$ cat src/hdl/olist_pkg.sv
// ----------------------------------------------------------------------------
// Ordered list engine package
// Request and status codes plus the command and status bundles between the
// controller and the datapath.
// ----------------------------------------------------------------------------
package olist_pkg;

  localparam logic [2:0] FN_PUSH_FRONT   = 3'd0;
  localparam logic [2:0] FN_PUSH_BACK    = 3'd1;
  localparam logic [2:0] FN_INSERT_AT    = 3'd2;
  localparam logic [2:0] FN_REMOVE_FIRST = 3'd3;
  localparam logic [2:0] FN_REMOVE_ALL   = 3'd4;
  localparam logic [2:0] FN_SEARCH       = 3'd5;
  localparam logic [2:0] FN_COUNT_GT     = 3'd6;

  localparam logic [1:0] ST_OK        = 2'd0;
  localparam logic [1:0] ST_NOT_FOUND = 2'd1;
  localparam logic [1:0] ST_EMPTY     = 2'd2;
  localparam logic [1:0] ST_FULL      = 2'd3;

  typedef struct packed {
    logic load_req;
    logic set_full;
    logic set_empty;
    logic ins_init;
    logic ins_read;
    logic ins_shift;
    logic ins_place;
    logic scan_init;
    logic scan_read;
    logic scan_eval;
    logic scan_close;
    logic tail_read;
    logic tail_capture;
    logic out_load;
  } dp_cmd_t;

  typedef struct packed {
    logic is_insert;
    logic is_scan;
    logic full;
    logic empty;
    logic at_tgt;
    logic scan_end;
    logic search_hit;
  } dp_stat_t;

endpackage

$ cat src/hdl/olist_datapath.sv
// ----------------------------------------------------------------------------
// Ordered list datapath
// Entry memory, scan and shift pointers, running sum and the result registers.
// ----------------------------------------------------------------------------
module olist_datapath #(
  parameter int CAPACITY = 64
) (
  input  logic                 clk,
  input  logic                 rst_n,
  input  olist_pkg::dp_cmd_t   cmd,
  output olist_pkg::dp_stat_t  stat,
  input  logic [2:0]           in_func,
  input  logic signed [31:0]   in_operand_value,
  input  logic [6:0]           in_insert_position,
  output logic [1:0]           out_status,
  output logic [6:0]           out_entry_count,
  output logic signed [37:0]   out_entry_sum,
  output logic signed [31:0]   out_tail_value,
  output logic [6:0]           out_match_position,
  output logic [6:0]           out_greater_count,
  output logic [6:0]           out_removed_count
);
  import olist_pkg::*;

  localparam int AW = $clog2(CAPACITY);
  localparam int LW = $clog2(CAPACITY + 1);

  logic [31:0]        mem [CAPACITY];
  logic [31:0]        rdata_r;

  logic [2:0]         func_r;
  logic [31:0]        val_r;
  logic [6:0]         pos_r;
  logic [LW-1:0]      len_r;
  logic [37:0]        sum_r;
  logic [LW-1:0]      ptr_r;
  logic [LW-1:0]      wp_r;
  logic [LW-1:0]      tgt_r;
  logic [1:0]         status_r;
  logic [LW-1:0]      match_r;
  logic [LW-1:0]      greater_r;
  logic [LW-1:0]      removed_r;
  logic [31:0]        tail_r;

  logic [1:0]         o_status_r;
  logic [6:0]         o_count_r;
  logic [37:0]        o_sum_r;
  logic [31:0]        o_tail_r;
  logic [6:0]         o_match_r;
  logic [6:0]         o_greater_r;
  logic [6:0]         o_removed_r;

  logic               is_remove;
  logic               hit;
  logic               drop;
  logic               keep_wr;
  logic [LW-1:0]      ptr_m1;
  logic [LW-1:0]      len_m1;
  logic [6:0]         pos_idx;
  logic [LW-1:0]      tgt_nxt;
  logic [37:0]        val_ext;
  logic               wr_en;
  logic [AW-1:0]      wr_addr;
  logic [31:0]        wr_data;
  logic               rd_en;
  logic [AW-1:0]      rd_addr;

  assign is_remove = (func_r == FN_REMOVE_FIRST) || (func_r == FN_REMOVE_ALL);
  assign hit       = (rdata_r == val_r);
  // Remove first drops only the earliest match; remove all drops every one.
  assign drop      = is_remove && hit && ((func_r == FN_REMOVE_ALL) || (removed_r == '0));
  assign keep_wr   = cmd.scan_eval && is_remove && !drop;
  assign ptr_m1    = ptr_r - 1'b1;
  assign len_m1    = len_r - 1'b1;
  assign pos_idx   = (pos_r == 7'd0) ? 7'd0 : pos_r - 7'd1;
  assign val_ext   = {{6{val_r[31]}}, val_r};

  always_comb begin
    unique case (func_r)
      FN_PUSH_FRONT: tgt_nxt = '0;
      FN_PUSH_BACK:  tgt_nxt = len_r;
      default:       tgt_nxt = (pos_idx >= len_r) ? len_r : LW'(pos_idx);
    endcase
  end

  assign stat.is_insert  = (func_r <= FN_INSERT_AT);
  assign stat.is_scan    = (func_r >= FN_REMOVE_FIRST) && (func_r <= FN_COUNT_GT);
  assign stat.full       = (len_r == LW'(CAPACITY));
  assign stat.empty      = (len_r == '0);
  assign stat.at_tgt     = (ptr_r == tgt_r);
  assign stat.scan_end   = (ptr_r == len_r);
  assign stat.search_hit = (func_r == FN_SEARCH) && hit;

  // Memory port selection.
  always_comb begin
    wr_en   = cmd.ins_shift || cmd.ins_place || keep_wr;
    wr_data = cmd.ins_place ? val_r : rdata_r;
    priority if (cmd.ins_shift) begin
      wr_addr = ptr_r[AW-1:0];
    end else if (cmd.ins_place) begin
      wr_addr = tgt_r[AW-1:0];
    end else begin
      wr_addr = wp_r[AW-1:0];
    end
    rd_en = cmd.ins_read || cmd.scan_read || (cmd.tail_read && !stat.empty);
    priority if (cmd.ins_read) begin
      rd_addr = ptr_m1[AW-1:0];
    end else if (cmd.scan_read) begin
      rd_addr = ptr_r[AW-1:0];
    end else begin
      rd_addr = len_m1[AW-1:0];
    end
  end

  always_ff @(posedge clk) begin
    if (wr_en) begin
      mem[wr_addr] <= wr_data;
    end
    if (rd_en) begin
      rdata_r <= mem[rd_addr];
    end
  end

  // List length and running sum are the persistent state.
  always_ff @(posedge clk) begin
    if (!rst_n) begin
      len_r <= '0;
      sum_r <= '0;
    end else begin
      if (cmd.ins_place) begin
        len_r <= len_r + 1'b1;
        sum_r <= sum_r + val_ext;
      end
      if (cmd.scan_eval && drop) begin
        sum_r <= sum_r - val_ext;
      end
      if (cmd.scan_close && is_remove) begin
        len_r <= wp_r;
      end
    end
  end

  always_ff @(posedge clk) begin
    if (cmd.load_req) begin
      func_r    <= in_func;
      val_r     <= in_operand_value;
      pos_r     <= in_insert_position;
      status_r  <= ST_OK;
      match_r   <= '0;
      greater_r <= '0;
      removed_r <= '0;
    end
    if (cmd.set_full) begin
      status_r <= ST_FULL;
    end
    if (cmd.set_empty) begin
      status_r <= ST_EMPTY;
    end
    if (cmd.ins_init) begin
      ptr_r <= len_r;
      tgt_r <= tgt_nxt;
    end
    if (cmd.ins_shift) begin
      ptr_r <= ptr_m1;
    end
    if (cmd.scan_init) begin
      ptr_r <= '0;
      wp_r  <= '0;
    end
    if (cmd.scan_eval) begin
      ptr_r <= ptr_r + 1'b1;
      if (drop) begin
        removed_r <= removed_r + 1'b1;
      end
      if (keep_wr) begin
        wp_r <= wp_r + 1'b1;
      end
      if (stat.search_hit) begin
        match_r <= ptr_r + 1'b1;
      end
      if ((func_r == FN_COUNT_GT) && ($signed(rdata_r) > $signed(val_r))) begin
        greater_r <= greater_r + 1'b1;
      end
    end
    if (cmd.scan_close) begin
      if ((is_remove && (removed_r == '0)) || ((func_r == FN_SEARCH) && (match_r == '0)))
      begin
        status_r <= ST_NOT_FOUND;
      end
    end
    if (cmd.tail_read && stat.empty) begin
      tail_r <= '0;
    end
    if (cmd.tail_capture) begin
      tail_r <= rdata_r;
    end
  end

  always_ff @(posedge clk) begin
    if (cmd.out_load) begin
      o_status_r  <= status_r;
      o_count_r   <= 7'(len_r);
      o_sum_r     <= sum_r;
      o_tail_r    <= tail_r;
      o_match_r   <= 7'(match_r);
      o_greater_r <= 7'(greater_r);
      o_removed_r <= 7'(removed_r);
    end
  end

  assign out_status         = o_status_r;
  assign out_entry_count    = o_count_r;
  assign out_entry_sum      = $signed(o_sum_r);
  assign out_tail_value     = $signed(o_tail_r);
  assign out_match_position = o_match_r;
  assign out_greater_count  = o_greater_r;
  assign out_removed_count  = o_removed_r;

endmodule

$ cat src/hdl/olist_ctrl.sv
// ----------------------------------------------------------------------------
// Ordered list controller
// Sequences the shift, scan, tail read and result hand-off for each item.
// ----------------------------------------------------------------------------
module olist_ctrl (
  input  logic                 clk,
  input  logic                 rst_n,
  input  logic                 in_valid,
  output logic                 in_stall,
  output logic                 out_valid,
  input  logic                 out_stall,
  input  olist_pkg::dp_stat_t  stat,
  output olist_pkg::dp_cmd_t   cmd
);
  import olist_pkg::*;

  typedef enum logic [9:0] {
    S_IDLE      = 10'b00_0000_0001,
    S_CHECK     = 10'b00_0000_0010,
    S_SHIFT_RD  = 10'b00_0000_0100,
    S_SHIFT_WR  = 10'b00_0000_1000,
    S_SCAN_RD   = 10'b00_0001_0000,
    S_SCAN_EV   = 10'b00_0010_0000,
    S_CLOSE     = 10'b00_0100_0000,
    S_TAIL      = 10'b00_1000_0000,
    S_TAIL_WAIT = 10'b01_0000_0000,
    S_RESP      = 10'b10_0000_0000
  } state_t;

  state_t state_r;
  state_t state_nxt;
  logic   out_valid_r;
  logic   out_valid_nxt;

  assign in_stall  = (state_r != S_IDLE);
  assign out_valid = out_valid_r;

  always_comb begin
    cmd           = '0;
    state_nxt     = state_r;
    out_valid_nxt = out_valid_r && out_stall;
    unique case (state_r)
      S_IDLE: begin
        if (in_valid) begin
          cmd.load_req = 1'b1;
          state_nxt    = S_CHECK;
        end
      end
      S_CHECK: begin
        priority if (stat.is_insert && stat.full) begin
          cmd.set_full = 1'b1;
          state_nxt    = S_TAIL;
        end else if (stat.is_insert) begin
          cmd.ins_init = 1'b1;
          state_nxt    = S_SHIFT_RD;
        end else if (stat.is_scan && stat.empty) begin
          cmd.set_empty = 1'b1;
          state_nxt     = S_TAIL;
        end else if (stat.is_scan) begin
          cmd.scan_init = 1'b1;
          state_nxt     = S_SCAN_RD;
        end else begin
          state_nxt = S_TAIL;
        end
      end
      S_SHIFT_RD: begin
        // Entries above the target move up one place, last entry first.
        if (stat.at_tgt) begin
          cmd.ins_place = 1'b1;
          state_nxt     = S_TAIL;
        end else begin
          cmd.ins_read = 1'b1;
          state_nxt    = S_SHIFT_WR;
        end
      end
      S_SHIFT_WR: begin
        cmd.ins_shift = 1'b1;
        state_nxt     = S_SHIFT_RD;
      end
      S_SCAN_RD: begin
        if (stat.scan_end) begin
          state_nxt = S_CLOSE;
        end else begin
          cmd.scan_read = 1'b1;
          state_nxt     = S_SCAN_EV;
        end
      end
      S_SCAN_EV: begin
        cmd.scan_eval = 1'b1;
        state_nxt     = stat.search_hit ? S_CLOSE : S_SCAN_RD;
      end
      S_CLOSE: begin
        cmd.scan_close = 1'b1;
        state_nxt      = S_TAIL;
      end
      S_TAIL: begin
        cmd.tail_read = 1'b1;
        state_nxt     = stat.empty ? S_RESP : S_TAIL_WAIT;
      end
      S_TAIL_WAIT: begin
        cmd.tail_capture = 1'b1;
        state_nxt        = S_RESP;
      end
      S_RESP: begin
        // The result register takes the item once its previous content is gone.
        if (!out_valid_r || !out_stall) begin
          cmd.out_load  = 1'b1;
          out_valid_nxt = 1'b1;
          state_nxt     = S_IDLE;
        end
      end
      default: begin
        state_nxt = S_IDLE;
      end
    endcase
  end

  always_ff @(posedge clk) begin
    if (!rst_n) begin
      state_r     <= S_IDLE;
      out_valid_r <= 1'b0;
    end else begin
      state_r     <= state_nxt;
      out_valid_r <= out_valid_nxt;
    end
  end

endmodule

$ cat src/hdl/ordered_list_engine.sv
// Each item runs alone: an insert moves the entries above its place up one by one,
// a scan reads the entries in turn (a search stops at its first hit), then the
// tail entry is read, which is skipped when the list ends empty, and the result
// loads. One item is in work at a time; the next is taken once the result has
// loaded and the controller is back in idle, and out_stall can hold the load.
// Reset clears the length, sum and control state; entries need no clearing pass.
// ----------------------------------------------------------------------------
// Ordered list engine
// Bounded ordered list of signed 32-bit values with insert, remove, search
// and count requests, each answered with status, length, sum, tail, match position and greater and removed counts.
// ----------------------------------------------------------------------------
module ordered_list_engine #(
  parameter int CAPACITY = 64
) (
  input  logic                clk,
  input  logic                rst_n,
  input  logic                in_valid,
  output logic                in_stall,
  input  logic [2:0]          in_func,
  input  logic signed [31:0]  in_operand_value,
  input  logic [6:0]          in_insert_position,
  output logic                out_valid,
  input  logic                out_stall,
  output logic [1:0]          out_status,
  output logic [6:0]          out_entry_count,
  output logic signed [37:0]  out_entry_sum,
  output logic signed [31:0]  out_tail_value,
  output logic [6:0]          out_match_position,
  output logic [6:0]          out_greater_count,
  output logic [6:0]          out_removed_count
);
  import olist_pkg::*;

  dp_cmd_t  cmd;
  dp_stat_t stat;

  olist_ctrl u_ctrl (
    .clk       (clk),
    .rst_n     (rst_n),
    .in_valid  (in_valid),
    .in_stall  (in_stall),
    .out_valid (out_valid),
    .out_stall (out_stall),
    .stat      (stat),
    .cmd       (cmd)
  );

  olist_datapath #(
    .CAPACITY (CAPACITY)
  ) u_dp (
    .clk                (clk),
    .rst_n              (rst_n),
    .cmd                (cmd),
    .stat               (stat),
    .in_func            (in_func),
    .in_operand_value   (in_operand_value),
    .in_insert_position (in_insert_position),
    .out_status         (out_status),
    .out_entry_count    (out_entry_count),
    .out_entry_sum      (out_entry_sum),
    .out_tail_value     (out_tail_value),
    .out_match_position (out_match_position),
    .out_greater_count  (out_greater_count),
    .out_removed_count  (out_removed_count)
  );

endmodule

$ cat config.mk
export PLATFORM = sky130hd
export DESIGN_NAME = ordered_list_engine
export DESIGN_NICKNAME = d
export VERILOG_FILES = /design/src/hdl/olist_pkg.sv /design/src/hdl/olist_datapath.sv /design/src/hdl/olist_ctrl.sv /design/src/hdl/ordered_list_engine.sv
export SDC_FILE = /design/constraint.sdc
export NUM_CORES = 2
export LEC_CHECK = 0
export BUFFER_PORTS_ARGS = -buffer_cell sky130_fd_sc_hd__buf_2
export CAP_MARGIN = 25
export CORE_MARGIN = 3
export CORE_UTILIZATION = 40
export CTS_CLUSTER_SIZE = 14
export DETAILED_ROUTE_END_ITERATION = 12
export SKIP_CTS_REPAIR_TIMING = 1
export SYNTH_ARGS = -nofsm -noshare
export SYNTH_HDL_FRONTEND = slang
export SYNTH_SLANG_ARGS = --single-unit
$ cat constraint.sdc
create_clock -name clk -period 10.7 [get_ports clk]
set_input_delay 2.14 -clock clk [delete_from_list [all_inputs] [get_ports clk]]
set_output_delay 2.14 -clock clk [all_outputs]
set_load 0.1 [all_outputs]
# Yosys cells after proc, flatten, opt, wreduce, memory -nomap -nowiden

Memory sizes are Yosys's and may differ from the RTL's. A register that Yosys moved wholly into a read port is not among the register bits.
Index checks and enable logic that the tools add are counted.

$add $sub $neg: 10
Order comparisons: 5
Equal/unequal tests: 22
Mux-type cells: 76
Reductions and logical operators: 38

Operators by type and width:

| cell                   | count |
|---|---|
| $mux W7                | 22 |
| $pmux W10 S10          | 1 |
| $mux W32               | 3 |
| $mux W38               | 2 |
| $mux W10               | 5 |
| $add A38 B38 Y38       | 1 |
| $sub A38 B38 Y38       | 1 |
| $add A7 B1 Y7 const B  | 5 |
| $eq A32 B32 Y1         | 1 |
| $gt A32 B32 Y1         | 1 |
| $logic_not A7 Y1       | 4 |
| $mux W1                | 28 |
| $mux W6                | 4 |
| $mux W8                | 3 |
| $logic_and A1 B1 Y1    | 16 |
| $eq A7 B7 Y1           | 2 |
| $pmux W7 S2            | 1 |
| $sub A7 B1 Y7 const B  | 2 |
| $mux W2                | 6 |
| $eq A10 B1 Y1 const B  | 1 |
| $eq A10 B10 Y1 const B | 1 |
| $eq A10 B2 Y1 const B  | 1 |
| $eq A10 B3 Y1 const B  | 1 |
| $eq A10 B4 Y1 const B  | 1 |
| other kinds (24)       | 38 |

Bits in registers: 274
Bits in writable memories: 2048
Input port bits: 46
Output and inout bits: 102
Logic and storage cells: 174
Memories kept: 1

Memories:

| name     | words | bits a word | read ports | clocked after Yosys merged registers in | wr ports | line                 | source |
|---|---|---|---|---|---|---|---|
| u_dp.mem | 64    | 32          | 1          | 1                                       | 1        | olist_datapath.sv:28 | `logic [31:0] mem [CAPACITY];` |

# Depth between registers and ports, before layout

Depth in word-level cells: 11
Mapped depth: 24
Mapped depth without buffers: 21

# By module

Synthesis repeated with hierarchy kept, for this count alone.

Cell total of the unflattened synthesis: 4997
Area total of the unflattened synthesis: 94513.1 µm²

Modules (own cells, without submodules):

| module         | instances | cells an instance | area an instance (µm²) | sequential area each (µm²) |
|---|---|---|---|---|
| olist_datapath | 1         | 4908              | 93807.5                | 69606.8 |
| olist_ctrl     | 1         | 89                | 705.7                  | 220.2 |

# Worst setup path after synthesis

OpenSTA, ideal clock, no wires.

Path type: input-to-reg
From: input port out_stall
To: register u_dp.o_count_r[0], in the netlist u_dp.out_entry_count[0], enable pin
Setup time: 591 ps
Arrival: 6863 ps
Data required time: 10109 ps
Setup slack: 3246 ps
Stages on the path: 1
Path buffers: 0
Cell sequence: a21oi_1

Cells in the longest elaborated chain, start to end: 4

Ends and longest elaborated chain:

| item                 | line                      | source |
|---|---|---|
| from (decl)          | ordered_list_engine.sv:23 | `input logic out_stall,` |
| $logic_not A1 Y1     | olist_ctrl.sv:106         | `if (!out_valid_r \|\| !out_stall) begin` |
| $logic_or A1 B1 Y1   | olist_ctrl.sv:106         |  |
| $mux W1              | olist_ctrl.sv:106         |  |
| $mux W1              | olist_ctrl.sv:42          | `unique case (state_r)` |
| to (signal assigned) | olist_datapath.sv:202     | `o_count_r <= 7'(len_r);` |
| to (decl)            | olist_datapath.sv:46      | `logic [6:0] o_count_r;` |

Every way passes these cells.
A chain may end at the register's enable or synchronous reset.

# Final worst setup path

From: register u_dp.val_r[8]
To: register u_dp.sum_r[34]

Cells in the longest elaborated chain, start to end: 5
Elaborated cells on any way between the ends: 9
Those cells by class: add/sub (2); eq/ne (1); mux (2); reduce/logical (4)

Ends and longest elaborated chain:

| item                                                                     | line                  | source |
|---|---|---|
| from (decl)                                                              | olist_datapath.sv:32  | `logic [31:0] val_r;` |
| from (signal assigned)                                                   | olist_datapath.sv:146 | `val_r <= in_operand_value;` |
| parallel branches: the longest is 5 deep, another holds $add A38 B38 Y38 | --                    |  |
| to (signal assigned)                                                     | olist_datapath.sv:132 | `sum_r <= sum_r + val_ext;` |
| to (signal assigned)                                                     | olist_datapath.sv:135 | `sum_r <= sum_r - val_ext;` |
| to (decl)                                                                | olist_datapath.sv:35  | `logic [37:0] sum_r;` |

Parallel ways; which one is timed is not known. The select of a mux whose other input is x is not followed.

==> out/qor.tcl <==
set qor(worst_hold_path_depth) 0
set qor(final_stage_net_count) 7294
set qor(place_congestion) 0.875
set qor(grt_remaining_overflow) 0
set qor(run_status) {finished clean}
set qor(proportion_of_layout_cells_with_a_drive_suffix_above_1_pct) 10.8
set qor(die_height_um) 495
set qor(ys_async_sr_fraction_pct) 0
set qor(timing_worst_setup_path_type) {reg2reg}
set qor(h-tree-depth) 4
set qor(starting_drc_count_in_detailed_routing) 6027
set qor(initial_utilization_pct) 40.4
set qor(synth-main-ff-cell) {sky130_fd_sc_hd__edfxtp_1}
set qor(hpwl_um) 145000
set qor(drc) 0
set qor(timing.hold.worst_endpoint) {u_dp.out_tail_value[15]}
set qor(post_synth_instance_area_sq_um) 95700
set qor(min_period_ps) 6010
set qor(cts_root_buffer) {sky130_fd_sc_hd__clkbuf_16}
set qor(numClockSinks) 2354
set qor(timing.critical_path.to_type) {flip-flop}
set qor(number_of_antenna_violating_nets_in_the_routed_design) 0
set qor(fillCellCount) 20700
set qor(tritoncts_clock_tree) {done}
set qor(grt_max_degree) 185
set qor(dr.pass1.iters) 6
set qor(drv_slew) 0
set qor(worst_clock_skew_ps) 77.7
set qor(tritoncts_buffers) 226
set qor(rr_worst_depth) 21
set qor(fp-row-count) 178
set qor(syn-mean-instance-area_sq_um) 13.6
set qor(synthCells) 7022
set qor(synth_cell_types) 95
set qor(place.port_buffers) 147
set qor(post_drt_wl_per_cell_um) 25.4
set qor(area_delta_synth_final_pct) 13.0
set qor(ir_drop_mv) 0.185
set qor(die_area_sq_um) 245000
set qor(final-hold-violation-count) 0
set qor(rr_startpoint) {u_dp.val_r[8]}
set qor(required_ps) 11450
set qor(numPlacedInstances) 10100
set qor(worst-endpoint-arrival_ps) 6760
set qor(timing.max_slew.rel_slack_pct) 26.1
set qor(rsz0062_at_grt) {no}
set qor(final_min_period_over_clock_period_pct) 56.2
set qor(static-leakage-power_nw) 35.3
set qor(worstHoldPathType) {reg2reg}
set qor(clkLatencyLatePin_ps) 890
set qor(pin_count) 148
set qor(final_cells) 10500
set qor(worstPathMaxFanout) 19
set qor(track_usage_pct) 21.2
set qor(antenna_violations_before_repair) 12
set qor(pwr_density_cell_nw_per_um2) 166
set qor(fin_setup_tns_ps) 0
set qor(synth_enable_flop_cells) 2268
set qor(crit_path_start_kind) {flip-flop}
set qor(worstMarginPinSlew_ps) 1100
set qor(synthesis.nets) 7156
set qor(setup.reg_to_reg.worst_slack_ps) 4690
set qor(fp.coreArea_sq_um) 237000
set qor(detail_route.wirelength_um) 267000
set qor(worst_hold_startpoint) {u_dp.tail_r[15]}
set qor(clk_pin_slew_worst_paths_ps) 60
set qor(rr_endpoint) {u_dp.sum_r[34]}
set qor(max-clock-path-buffers) 3
set qor(final-setup-viol-count) 0
set qor(avgViaCountPerCell) 5.67
set qor(achievable-frequency_mhz) 166
set qor(synth_seq_area_share_pct) 73.0
set qor(yosysWarnings) 0
set qor(max_cap_viol_count) 0
set qor(via_count) 59500
set qor(dieWidth_um) 495
set qor(utilization_pct) 45.7
set qor(grt_first_pass_wirelength_um) 385000
set qor(synth-seq-cells) 2354
set qor(first_global_vias) 56700
==> through the flow <==
step / setup WS (ps) / hold WS [ps] / total power, W / cell area (sq um)
floorplan: 3250 / 400 / 0.0103 / 95700
global placement: 4660 / 405 / 0.0104 / 101000
detailed placement: 4690 / 406 / 0.0104 / 101000
CTS: 4660 / 419 / 0.0181 / 108000
global route: 4300 / 426 / 0.0184 / 108000
finish: 4690 / 418 / 0.0180 / 108000
==> metal layers <==
layer / routed length (um) / vias to the layer above / GRT usage (%)
li1: - / 26600 / -
met1: 114000 / 30100 / 29.8
met5: 0 / - / 0
met3: 21300 / 386 / 3.61
met4: 9460 / 0 / 7.88
met2: 122000 / 2380 / 33.2
==> cells by family after synthesis <==
group	synth area share, %
AND/OR/NAND/NOR	12.7
flip-flops	73.0
AO/OA/AOI/OAI	7.25
buffers and inverters	2.26
multiplexers	2.78
XOR/XNOR	0.851
adder cells (fa/ha/maj)	1.16
==> state kept, by name, summed over array words and instances, names as in the netlist, 10 cells and up <==
signal,cells
u_dp.val_r,32
u_dp.out_entry_sum,38
u_dp.out_tail_value,32
u_dp.sum_r,38
u_ctrl.state_r,10
u_dp.rdata_r,32
u_dp.tail_r,32
u_dp.mem,2048
==> area by class of cell <==
| cell class | instances | area (sq um) | area share (%) |
|---|---|---|---|
| repair buffers | 325 | 2270 | 2.10 |
| multi-input cells | 4180 | 24600 | 22.8 |
| clock buffers | 283 | 5970 | 5.52 |
| flip-flops and latches | 2354 | 69800 | 64.6 |
| well taps | 3150 | 3940 | 3.64 |
| inverters | 73 | 274 | 0.253 |
| clock inverters | 132 | 1180 | 1.10 |
| diodes | 13 | 32.5 | 0.0301 |
==> report_power, final <==
part           internal [W]  switching [W]  leakage, nW  total (W)
sequential          0.00997      0.0000207         21.2    0.00999
combinational     0.0000721       0.000145         10.6   0.000217
clock               0.00433        0.00343         3.47    0.00776
==> worst max-delay path, stage by stage (launching register included) <==
cell and delay, ps:
sky130_fd_sc_hd__edfxtp_1 450, sky130_fd_sc_hd__inv_1 150, sky130_fd_sc_hd__ha_1 300, sky130_fd_sc_hd__and4_1 240
sky130_fd_sc_hd__nand4_1 170, sky130_fd_sc_hd__or3_1 480, sky130_fd_sc_hd__or2_2 420, sky130_fd_sc_hd__nor2_1 120
sky130_fd_sc_hd__buf_4 270, sky130_fd_sc_hd__nor2_1 80, sky130_fd_sc_hd__xnor2_1 140, sky130_fd_sc_hd__ha_1 330
sky130_fd_sc_hd__nor2b_1 160, sky130_fd_sc_hd__o31ai_1 330, sky130_fd_sc_hd__or4b_1 540, sky130_fd_sc_hd__a311o_1 400
sky130_fd_sc_hd__a31oi_2 330, sky130_fd_sc_hd__o311ai_1 240, sky130_fd_sc_hd__a31o_1 280, sky130_fd_sc_hd__a21oi_1 200
sky130_fd_sc_hd__nor4_1 70, sky130_fd_sc_hd__nand3b_1 200
==> Yosys cell counts (all sizes together), types with 7 or more instances <==
cell type | count | area, sq um
mux2i | 265 | 2650
buf | 208 | 1110
nor2b | 15 | 93.8
inv | 73 | 274
a22o | 39 | 342
and4b | 31 | 310
and3 | 15 | 95.1
o21ai | 133 | 673
nand3b | 7 | 52.6
ha | 87 | 1090
clkbuf | 207 | 778
nand3 | 671 | 3370
or4 | 8 | 71.3
nand2b | 17 | 106
nand4 | 124 | 788
edfxtp | 2268 | 68100
a31oi | 19 | 140
and2 | 34 | 216
nor2 | 185 | 702
xnor2 | 76 | 666
a21o | 34 | 255
o21a | 7 | 52.6
o31ai | 12 | 95.1
nor4 | 22 | 328
a22oi | 126 | 946
dfxtp | 86 | 1720
a32oi | 64 | 561
or3 | 8 | 50.1
a21oi | 383 | 1940
a211oi | 108 | 831
nand2 | 1490 | 5600
nor3 | 26 | 130
o211ai | 12 | 104
o2111ai | 38 | 333
and4 | 7 | 61.3
a21boi | 31 | 233
xor2 | 17 | 149
==> worst max-delay path by stage <==
stage,from,to
floorplan,out_stall,u_dp.out_entry_count[0]
global placement,u_dp.val_r[8],u_dp.sum_r[36]
detailed placement,u_dp.val_r[8],u_dp.sum_r[34]
CTS,u_dp.val_r[8],u_dp.sum_r[34]
global route,u_dp.val_r[8],u_dp.sum_r[34]
finish,u_dp.val_r[8],u_dp.sum_r[34]
==> layout by cell type, fill, tap and decap left out, types with 12 or more instances in the layout <==
| cell | n |
|---|---|
| sky130_fd_sc_hd__edfxtp_1 | 2268 |
| sky130_fd_sc_hd__nand2_1 | 1486 |
| sky130_fd_sc_hd__nand3_1 | 669 |
| sky130_fd_sc_hd__a21oi_1 | 379 |
| sky130_fd_sc_hd__mux2i_1 | 265 |
| sky130_fd_sc_hd__clkbuf_16 | 228 |
| sky130_fd_sc_hd__buf_4 | 162 |
| sky130_fd_sc_hd__buf_2 | 147 |
| sky130_fd_sc_hd__a22oi_1 | 126 |
| sky130_fd_sc_hd__nand4_1 | 122 |
| sky130_fd_sc_hd__nor2_1 | 113 |
| sky130_fd_sc_hd__a211oi_1 | 104 |
| sky130_fd_sc_hd__o21ai_0 | 95 |
| sky130_fd_sc_hd__ha_1 | 87 |
| sky130_fd_sc_hd__dfxtp_1 | 86 |
| sky130_fd_sc_hd__xnor2_1 | 76 |
| sky130_fd_sc_hd__inv_1 | 71 |
| sky130_fd_sc_hd__nor2_4 | 66 |
| sky130_fd_sc_hd__a32oi_1 | 64 |
| sky130_fd_sc_hd__clkinv_1 | 61 |
| sky130_fd_sc_hd__clkbuf_1 | 49 |
| sky130_fd_sc_hd__a22o_1 | 39 |
| sky130_fd_sc_hd__o2111ai_1 | 38 |
| sky130_fd_sc_hd__a21o_1 | 34 |
| sky130_fd_sc_hd__clkinv_2 | 33 |
| sky130_fd_sc_hd__and2_1 | 32 |
| sky130_fd_sc_hd__o21ai_4 | 32 |
| sky130_fd_sc_hd__and4b_1 | 31 |
| sky130_fd_sc_hd__a21boi_0 | 31 |
| sky130_fd_sc_hd__nor3_1 | 25 |
| sky130_fd_sc_hd__nand2b_1 | 17 |
| sky130_fd_sc_hd__a31oi_1 | 17 |
| sky130_fd_sc_hd__xor2_1 | 17 |
| sky130_fd_sc_hd__bufinv_16 | 16 |
| sky130_fd_sc_hd__nor2b_1 | 15 |
| sky130_fd_sc_hd__and3_1 | 14 |
| sky130_fd_sc_hd__diode_2 | 13 |
| sky130_fd_sc_hd__nor4_4 | 12 |
Power figures use the tool's default switching activity.
